**config.mk**
```make
export PLATFORM = sky130hd
export DESIGN_NAME = button_click_classifier_core
export DESIGN_NICKNAME = d
export VERILOG_FILES = /design/src/design/bcc_pkg.sv /design/src/design/button_click_classifier_core.sv /design/src/design/bcc_cfg_regs.sv /design/src/design/bcc_fsm.sv
export VERILOG_INCLUDE_DIRS = /design/src /design/src/design
export SDC_FILE = /design/constraint.sdc
export NUM_CORES = 1
export LEC_CHECK = 0
export BUFFER_PORTS_ARGS = -buffer_cell sky130_fd_sc_hd__buf_2
export CAP_MARGIN = 5
export CORE_MARGIN = 3
export CORE_UTILIZATION = 60
export CTS_CLUSTER_SIZE = 25
export DETAILED_ROUTE_END_ITERATION = 12
export PLACE_DENSITY = 0.87
export SYNTH_ARGS = -nofsm -noshare
export SYNTH_HDL_FRONTEND = slang
export SYNTH_HIERARCHICAL = 1
export SYNTH_SLANG_ARGS = --single-unit
```
**constraint.sdc**
```tcl
create_clock -name clk_i -period 5.4 [get_ports clk_i]
set_input_delay 0.54 -clock clk_i [delete_from_list [all_inputs] [get_ports clk_i]]
set_output_delay 0.54 -clock clk_i [all_outputs]
set_load 0.01 [all_outputs]
```
**src/design/button_click_classifier_core_assert.svh**
```systemverilog
// Assertion macros for the button click classifier core.
// Included by files that carry concurrent checks; depends on nothing else.
`ifndef BUTTON_CLICK_CLASSIFIER_CORE_ASSERT_SVH
`define BUTTON_CLICK_CLASSIFIER_CORE_ASSERT_SVH

// Same-cycle implication, checked while reset is released
`define BCC_ASSERT_NOW(lbl, clk, rst_n, ante, cons) \
  lbl: assert property (@(posedge clk) disable iff (!(rst_n)) (ante) |-> (cons)) \
    else $error("bcc check failed: same-cycle implication");

// Next-cycle implication, checked while reset is released
`define BCC_ASSERT_NEXT(lbl, clk, rst_n, ante, cons) \
  lbl: assert property (@(posedge clk) disable iff (!(rst_n)) (ante) |=> (cons)) \
    else $error("bcc check failed: next-cycle implication");

`endif

```
**src/design/bcc_pkg.sv**
```systemverilog
// Shared types and constants of the button click classifier.
// Used by bcc_cfg_regs, bcc_fsm and button_click_classifier_core.
package bcc_pkg;

  // Configuration port geometry
  localparam int CFG_IDX_W  = 3;
  localparam int CFG_DATA_W = 16;

  // Register indexes
  localparam logic [CFG_IDX_W-1:0] CFG_PIN_INV      = 3'd0;
  localparam logic [CFG_IDX_W-1:0] CFG_PRESS_DEB    = 3'd1;
  localparam logic [CFG_IDX_W-1:0] CFG_RELEASE_DEB  = 3'd2;
  localparam logic [CFG_IDX_W-1:0] CFG_DOUBLE_WIN   = 3'd3;
  localparam logic [CFG_IDX_W-1:0] CFG_LONG_PRESS   = 3'd4;
  localparam logic [CFG_IDX_W-1:0] CFG_VLONG_PRESS  = 3'd5;
  localparam logic [CFG_IDX_W-1:0] CFG_HOLD_TIMEOUT = 3'd6;

  // Reset values of the registers
  localparam logic [CFG_DATA_W-1:0] RST_DEBOUNCE_MS = 16'd20;
  localparam logic [CFG_DATA_W-1:0] RST_DOUBLE_MS   = 16'd300;
  localparam logic [CFG_DATA_W-1:0] RST_LONG_MS     = 16'd1000;
  localparam logic [CFG_DATA_W-1:0] RST_VLONG_MS    = 16'd3000;
  localparam logic [CFG_DATA_W-1:0] RST_TIMEOUT_MS  = 16'd10000;

  // Event code width and output bus width
  localparam int EV_W       = 3;
  localparam int OUT_DATA_W = 8;

  typedef enum logic [EV_W-1:0] {
    EV_NONE    = 3'd0,
    EV_CLICK   = 3'd1,
    EV_DOUBLE  = 3'd2,
    EV_LONG    = 3'd3,
    EV_VLONG   = 3'd4,
    EV_TIMEOUT = 3'd5,
    EV_ERROR   = 3'd6
  } event_e;

  // Classifier phases, one-hot
  typedef enum logic [5:0] {
    PH_IDLE    = 6'b000001,
    PH_DEB_PR  = 6'b000010,
    PH_HELD    = 6'b000100,
    PH_DEB_REL = 6'b001000,
    PH_DOUBLE  = 6'b010000,
    PH_TIMEOUT = 6'b100000
  } phase_e;

  // Register file contents handed to the classifier
  typedef struct packed {
    logic                  pin_inv;
    logic [CFG_DATA_W-1:0] press_deb;
    logic [CFG_DATA_W-1:0] release_deb;
    logic [CFG_DATA_W-1:0] double_win;
    logic [CFG_DATA_W-1:0] long_press;
    logic [CFG_DATA_W-1:0] vlong_press;
    logic [CFG_DATA_W-1:0] hold_timeout;
  } cfg_t;

  // Classifier status seen by the top level
  typedef struct packed {
    phase_e phase;
    logic   first_click;
  } fsm_status_t;

endpackage

```
**src/design/button_click_classifier_core.sv**
```systemverilog
// Button click classifier: debounce, click, double, long, very long, timeout and error detection.
// Depends on bcc_pkg, bcc_cfg_regs, bcc_fsm and the assertion macro header.
//
// Usage:
//   Input stream s_axis: one request per poll tick, carrying the time in
//   milliseconds and the raw pin level. Output stream m_axis: exactly one
//   event code per accepted tick, in order (0 none, 1 click, 2 double,
//   3 long, 4 very long, 5 timeout, 6 error).
//   Configuration: cfg_we_i/cfg_idx_i/cfg_data_i write one register per
//   cycle; write only while no tick is in flight.
//   Pipeline: two register stages (input register, then classifier logic
//   into the result register); each event passes both registers before
//   m_axis_tvalid rises for it.
//   Throughput: one tick per cycle while m_axis_tready is high; the single
//   pass through the state machine between the two registers sets that figure.
//   Stall: while m_axis_tready is low the result holds, one more tick
//   waits in the input register, then s_axis_tready drops.
//   Reset: registers return to their defaults (level 0 pressed, 20/20/300/
//   1000/3000/10000 ms), the machine waits for a press, both stages empty.
`include "button_click_classifier_core_assert.svh"

module button_click_classifier_core #(
  parameter int  TIME_BITS = 32,
  localparam int InDataW   = ((TIME_BITS + 1 + 7) / 8) * 8
) (
  input  logic                            clk_i,
  input  logic                            rst_ni,
  // Configuration write port
  input  logic                            cfg_we_i,
  input  logic [bcc_pkg::CFG_IDX_W-1:0]   cfg_idx_i,
  input  logic [bcc_pkg::CFG_DATA_W-1:0]  cfg_data_i,
  // Poll tick stream
  input  logic                            s_axis_tvalid,
  output logic                            s_axis_tready,
  input  logic [InDataW-1:0]              s_axis_tdata,  // now_ms, pin_level, zero fill
  // Event stream
  output logic                            m_axis_tvalid,
  input  logic                            m_axis_tready,
  output logic [bcc_pkg::OUT_DATA_W-1:0]  m_axis_tdata   // click_event, zero fill
);
  import bcc_pkg::*;

  cfg_t                 cfg;
  fsm_status_t          status;
  event_e               ev;

  logic                 in_vld_q, in_vld_d;
  logic [TIME_BITS-1:0] in_now_q;
  logic                 in_level_q;
  logic                 out_vld_q, out_vld_d;
  event_e               out_ev_q;
  logic                 out_ready;
  logic                 in_accept;
  logic                 step;

  // Handshake: result stage frees when empty or taken; input stage follows
  always_comb begin
    out_ready     = !out_vld_q || m_axis_tready;
    s_axis_tready = !in_vld_q || out_ready;
    in_accept     = s_axis_tvalid && s_axis_tready;
    step          = in_vld_q && out_ready;
    in_vld_d      = in_accept || (in_vld_q && !out_ready);
    out_vld_d     = step || (out_vld_q && !m_axis_tready);
  end

  // Input register
  always_ff @(posedge clk_i or negedge rst_ni) begin
    if (!rst_ni) begin
      in_vld_q <= 1'b0;
    end else begin
      in_vld_q <= in_vld_d;
    end
  end

  always_ff @(posedge clk_i) begin
    if (in_accept) begin
      in_now_q   <= s_axis_tdata[TIME_BITS-1:0];
      in_level_q <= s_axis_tdata[TIME_BITS];
    end
  end

  bcc_cfg_regs u_cfg (
    .clk_i      (clk_i),
    .rst_ni     (rst_ni),
    .cfg_we_i   (cfg_we_i),
    .cfg_idx_i  (cfg_idx_i),
    .cfg_data_i (cfg_data_i),
    .cfg_o      (cfg)
  );

  bcc_fsm #(
    .TIME_BITS (TIME_BITS)
  ) u_fsm (
    .clk_i    (clk_i),
    .rst_ni   (rst_ni),
    .step_i   (step),
    .now_i    (in_now_q),
    .level_i  (in_level_q),
    .cfg_i    (cfg),
    .ev_o     (ev),
    .status_o (status)
  );

  // Result register
  always_ff @(posedge clk_i or negedge rst_ni) begin
    if (!rst_ni) begin
      out_vld_q <= 1'b0;
    end else begin
      out_vld_q <= out_vld_d;
    end
  end

  always_ff @(posedge clk_i) begin
    if (step) begin
      out_ev_q <= ev;
    end
  end

  assign m_axis_tvalid = out_vld_q;
  assign m_axis_tdata  = {{(OUT_DATA_W - EV_W){1'b0}}, out_ev_q};

  // A processed tick always lands in the result register
  `BCC_ASSERT_NEXT(a_step_to_out, clk_i, rst_ni, step, m_axis_tvalid)

  // Every reported event ends in the wait-for-press phase
  `BCC_ASSERT_NEXT(a_event_to_idle, clk_i, rst_ni, step && (ev != EV_NONE),
                   status.phase == PH_IDLE)

  // Input back-pressure only when both stages are full and stalled
  `BCC_ASSERT_NOW(a_stall_cause, clk_i, rst_ni, !s_axis_tready,
                  in_vld_q && out_vld_q && !m_axis_tready)

endmodule

```
**src/design/bcc_cfg_regs.sv**
```systemverilog
// Configuration register file of the button click classifier.
// Depends on bcc_pkg for register indexes, reset values and cfg_t.
module bcc_cfg_regs (
  input  logic                           clk_i,
  input  logic                           rst_ni,
  input  logic                           cfg_we_i,
  input  logic [bcc_pkg::CFG_IDX_W-1:0]  cfg_idx_i,
  input  logic [bcc_pkg::CFG_DATA_W-1:0] cfg_data_i,
  output bcc_pkg::cfg_t                  cfg_o
);
  import bcc_pkg::*;

  cfg_t cfg_q, cfg_d;

  // Decode one register write; unknown indexes are dropped
  always_comb begin
    cfg_d = cfg_q;
    if (cfg_we_i) begin
      unique case (cfg_idx_i)
        CFG_PIN_INV:      cfg_d.pin_inv      = cfg_data_i[0];
        CFG_PRESS_DEB:    cfg_d.press_deb    = cfg_data_i;
        CFG_RELEASE_DEB:  cfg_d.release_deb  = cfg_data_i;
        CFG_DOUBLE_WIN:   cfg_d.double_win   = cfg_data_i;
        CFG_LONG_PRESS:   cfg_d.long_press   = cfg_data_i;
        CFG_VLONG_PRESS:  cfg_d.vlong_press  = cfg_data_i;
        CFG_HOLD_TIMEOUT: cfg_d.hold_timeout = cfg_data_i;
        default:          cfg_d = cfg_q;
      endcase
    end
  end

  always_ff @(posedge clk_i or negedge rst_ni) begin
    if (!rst_ni) begin
      cfg_q.pin_inv      <= 1'b1;
      cfg_q.press_deb    <= RST_DEBOUNCE_MS;
      cfg_q.release_deb  <= RST_DEBOUNCE_MS;
      cfg_q.double_win   <= RST_DOUBLE_MS;
      cfg_q.long_press   <= RST_LONG_MS;
      cfg_q.vlong_press  <= RST_VLONG_MS;
      cfg_q.hold_timeout <= RST_TIMEOUT_MS;
    end else begin
      cfg_q <= cfg_d;
    end
  end

  assign cfg_o = cfg_q;

endmodule

```
**src/design/bcc_fsm.sv**
```systemverilog
// Click classification state machine: phase, press start, last event time.
// Depends on bcc_pkg for phase_e, event_e, cfg_t and fsm_status_t.
module bcc_fsm #(
  parameter int TIME_BITS = 32
) (
  input  logic                 clk_i,
  input  logic                 rst_ni,
  input  logic                 step_i,
  input  logic [TIME_BITS-1:0] now_i,
  input  logic                 level_i,
  input  bcc_pkg::cfg_t        cfg_i,
  output bcc_pkg::event_e      ev_o,
  output bcc_pkg::fsm_status_t status_o
);
  import bcc_pkg::*;

  // Compare width covers both elapsed time and twice the hold timeout
  localparam int CmpW = (TIME_BITS > CFG_DATA_W + 1) ? TIME_BITS : CFG_DATA_W + 1;

  phase_e               phase_q, phase_d;
  logic [TIME_BITS-1:0] press_start_q, press_start_d;
  logic [TIME_BITS-1:0] last_event_q, last_event_d;
  logic                 first_click_q, first_click_d;
  event_e               ev;

  logic                 pressed;
  logic [TIME_BITS-1:0] d_press, d_last;
  logic [CmpW-1:0]      el_press, el_last;
  logic                 press_deb_gt, release_deb_gt, double_gt;
  logic                 long_gt, vlong_gt, timeout_gt, error_gt;

  // Elapsed times wrap modulo 2^TIME_BITS; all compares are strict
  always_comb begin
    pressed        = level_i ^ cfg_i.pin_inv;
    d_press        = now_i - press_start_q;
    d_last         = now_i - last_event_q;
    el_press       = CmpW'(d_press);
    el_last        = CmpW'(d_last);
    press_deb_gt   = el_press > CmpW'(cfg_i.press_deb);
    release_deb_gt = el_last > CmpW'(cfg_i.release_deb);
    double_gt      = el_last > CmpW'(cfg_i.double_win);
    long_gt        = el_press > CmpW'(cfg_i.long_press);
    vlong_gt       = el_press > CmpW'(cfg_i.vlong_press);
    timeout_gt     = el_press > CmpW'(cfg_i.hold_timeout);
    error_gt       = el_press > CmpW'({cfg_i.hold_timeout, 1'b0});
  end

  // Next state and event for the current tick
  always_comb begin
    phase_d       = phase_q;
    press_start_d = press_start_q;
    last_event_d  = last_event_q;
    first_click_d = first_click_q;
    ev            = EV_NONE;
    unique case (phase_q)
      PH_DEB_PR: begin
        if (press_deb_gt) begin
          phase_d = pressed ? PH_HELD : PH_IDLE;
        end
      end
      PH_HELD: begin
        if (!pressed) begin
          if (vlong_gt) begin
            phase_d = PH_IDLE;
            ev      = EV_VLONG;
          end else if (long_gt) begin
            phase_d = PH_IDLE;
            ev      = EV_LONG;
          end else begin
            last_event_d = now_i;
            phase_d      = PH_DEB_REL;
          end
        end else if (timeout_gt) begin
          phase_d      = PH_TIMEOUT;
          last_event_d = now_i;
        end
      end
      PH_DEB_REL: begin
        if (release_deb_gt) begin
          phase_d = PH_DOUBLE;
        end
      end
      PH_DOUBLE: begin
        // second press keeps the first press's start time
        if (pressed && !first_click_q) begin
          last_event_d  = now_i;
          first_click_d = 1'b1;
          phase_d       = PH_DEB_PR;
        end else if (double_gt) begin
          phase_d = PH_IDLE;
          if (first_click_q) begin
            first_click_d = 1'b0;
            ev            = EV_DOUBLE;
          end else begin
            ev = EV_CLICK;
          end
        end
      end
      PH_TIMEOUT: begin
        if (!pressed) begin
          if (release_deb_gt) begin
            last_event_d = now_i;
            phase_d      = PH_IDLE;
            ev           = EV_TIMEOUT;
          end
        end else begin
          last_event_d = now_i;
          if (error_gt) begin
            phase_d = PH_IDLE;
            ev      = EV_ERROR;
          end
        end
      end
      default: begin
        // wait for press; stray codes fall back here
        if (pressed) begin
          press_start_d = now_i;
          phase_d       = PH_DEB_PR;
        end else begin
          phase_d = PH_IDLE;
        end
      end
    endcase
  end

  always_ff @(posedge clk_i or negedge rst_ni) begin
    if (!rst_ni) begin
      phase_q       <= PH_IDLE;
      press_start_q <= '0;
      last_event_q  <= '0;
      first_click_q <= 1'b0;
    end else if (step_i) begin
      phase_q       <= phase_d;
      press_start_q <= press_start_d;
      last_event_q  <= last_event_d;
      first_click_q <= first_click_d;
    end
  end

  assign ev_o                 = ev;
  assign status_o.phase       = phase_q;
  assign status_o.first_click = first_click_q;

endmodule
```
==> run metrics <==
outcome=finished clean; Via density=6.23; Relative slew margins=0.226; Mean Syn Cell Area=10.2 sq um; worst reg-to-reg setup slack=200 ps; fin crit share=0.962; DIE AREA=0.0266 sq mm; Worst Path Required=5810 ps; hpwl dp=26.9 mm; gpl congestion=0.927; Remaining DRCs=0; R2R cell count=22; Max Cap Violations=0; root buf cell=clkbuf_16; CTS sink cnt=206; crit path capture type=register; RSZ-0062 raised after global routing=no; Critical Path Fanout Max=6; Reg clk slew, reported paths=60 ps; fin area=0.0162 sq mm; total I/O pin count=74; layout cell share with drive strength beyond 1=0.214; H-tree levels=1; Net count, final=1762; row count=56; VDD IR max=339 uV; GRT overflow=0; Placeable Area=0.0239 sq mm; Fin Setup TNS=0 ps; post-synth design cell area=0.0148 sq mm; Inst Count DP=1813; CTS Hold Buffers Added=0; wire length per cell=19.7 um; clock latency on the worst-skew pair=530 ps; CTS tree=built; Num CTS Buffers=24; via count=11.6k; Synthesis Warnings=6; initial antenna violation count=1; slew at the pin with the worst max-slew slack=1160 ps; Area Growth Syn to Fin=9.29%; Pins Over Slew Limit=0; Tmin final=5200 ps; Pwr Density=652 mW/mm^2; Clock Skew=19.9 ps; RR Endpoint=u_fsm/phase_q[2]; P_leak=7.66 nW; Placed Area=0.0154 sq mm; Critical Path AT=5600 ps; Setup violations, final=0; largest net degree at the start of global routing=73; final WL=36.6 mm; reg2reg start=in_now_q[1]; Syn Inst Count=1447; first-pass GRT wire length=58.7 mm; clk buf depth=3; Die H=163 um; Total Routing Usage GR=0.272; critical setup path kind=reg2reg; Highest Clock Rate=0.192 GHz; drt first pass iters=9; Initial Util=0.620; vias in the first global route=11.5k; Hold WC Path Type=in2async; Routed Antenna Nets=0; Final Instance Count excl. Fillers=1861; Setup crit start kind=register; DR iter-0 viols=1099; Port Buffers=61; Die Wd=163 um; final hold viol count=0
## routing by layer
layer / global-route usage / vias to the layer above / wire length (um)
met1: 0.365 / 5675 / 15800
li1: - / 5353 / -
met2: 0.457 / 479 / 17500
met3: 0.0424 / 83 / 2310
met4: 0.0830 / 0 / 1010
met5: 0 / - / 0
## cell usage in the layout (no fill, tap or decap), drive strengths merged, types with 15 or more instances in the layout
master and n:
nor2 75, buf 77, edfxtp 36, dfstp 28, o21a 21, nand3 15, clkbuf 28, a21oi 101
o21ai 70, inv 174, xnor2 33, ha 174, nand4 38, mux2 162, nand2 86, o211ai 16
dfrtp 142, nor2b 17, nor3 16, a21o 36, xor2 18
## per-stage QoR
stage / worst slack [ps] / total power [W] / util / hold slack [ps]
2_1_floorplan: 1170 / 0.00697 / - / 244
6_report: 205 / 0.0106 / 0.678 / 34.6
3_5_place_dp: 327 / 0.00863 / 0.645 / 493
5_1_grt: 4.35 / 0.0113 / 0.678 / 77.5
4_1_cts: 221 / 0.0103 / 0.676 / 42.8
3_3_place_gp: 465 / 0.00831 / 0.645 / 468
## final cells by class
cell class              instances  area (sq um)
fillers                      1773          7700
well taps                     319           399
diodes                          2          5.00
multi-input cells            1042          8590
inverters                     171           642
clock inverters                16           133
repair buffers                 77           444
flip-flops and latches        206          5370
clock buffers                  28           616
## power by group
part	internal, W	switching, W
logic	0.00286	0.00385
registers	0.00205	0.000263
clock network	0.000874	0.000670
total	0.00578	0.00478
## state kept, by name, indices dropped and copies added, names as in the netlist
name / cells
in_vld_q: 1
u_fsm/last_event_q: 32
u_cfg/cfg_o: 97
in_now_q: 32
u_fsm/phase_q: 6
m_axis_tvalid: 1
in_level_q: 1
out_ev_q: 3
u_fsm/first_click_q: 1
u_fsm/press_start_q: 32
## worst max-delay path by stage
| stage | start | end |
|---|---|---|
| after floorplan | in_now_q[0] | u_fsm/phase_q[2] |
| after global placement | in_now_q[0] | u_fsm/last_event_q[0] |
| after detailed placement | in_now_q[0] | u_fsm/last_event_q[0] |
| after CTS | in_now_q[1] | u_fsm/last_event_q[0] |
| after global routing | in_now_q[0] | u_fsm/last_event_q[0] |
| final | in_now_q[1] | u_fsm/phase_q[2] |
## critical path, cell delays in order, from the launching register on
cell and delay (ps):
edfxtp_1 450, inv_1 190, fa_1 480, nand2b_1 180, a21oi_1 220, o21ai_0 260
o21ai_0 350, a21oi_1 110, nor2_1 90, nor2_1 50, xnor2_1 170, ha_1 220
nor2_1 130, o21bai_1 90, a21oi_1 170, o31ai_1 140, a2111o_1 410, o211ai_1 100
buf_4 190, nor2b_1 160, a221oi_1 70, o221ai_2 440, mux2_2 390
## what timing repair did
action,CTS,global route
gates resized for setup,0,3
buffers inserted,0,2
endpoints found under the setup margin,0,35
endpoints found under the hold margin,0,0
No activity file was read; power rests on OpenSTA's default activity.
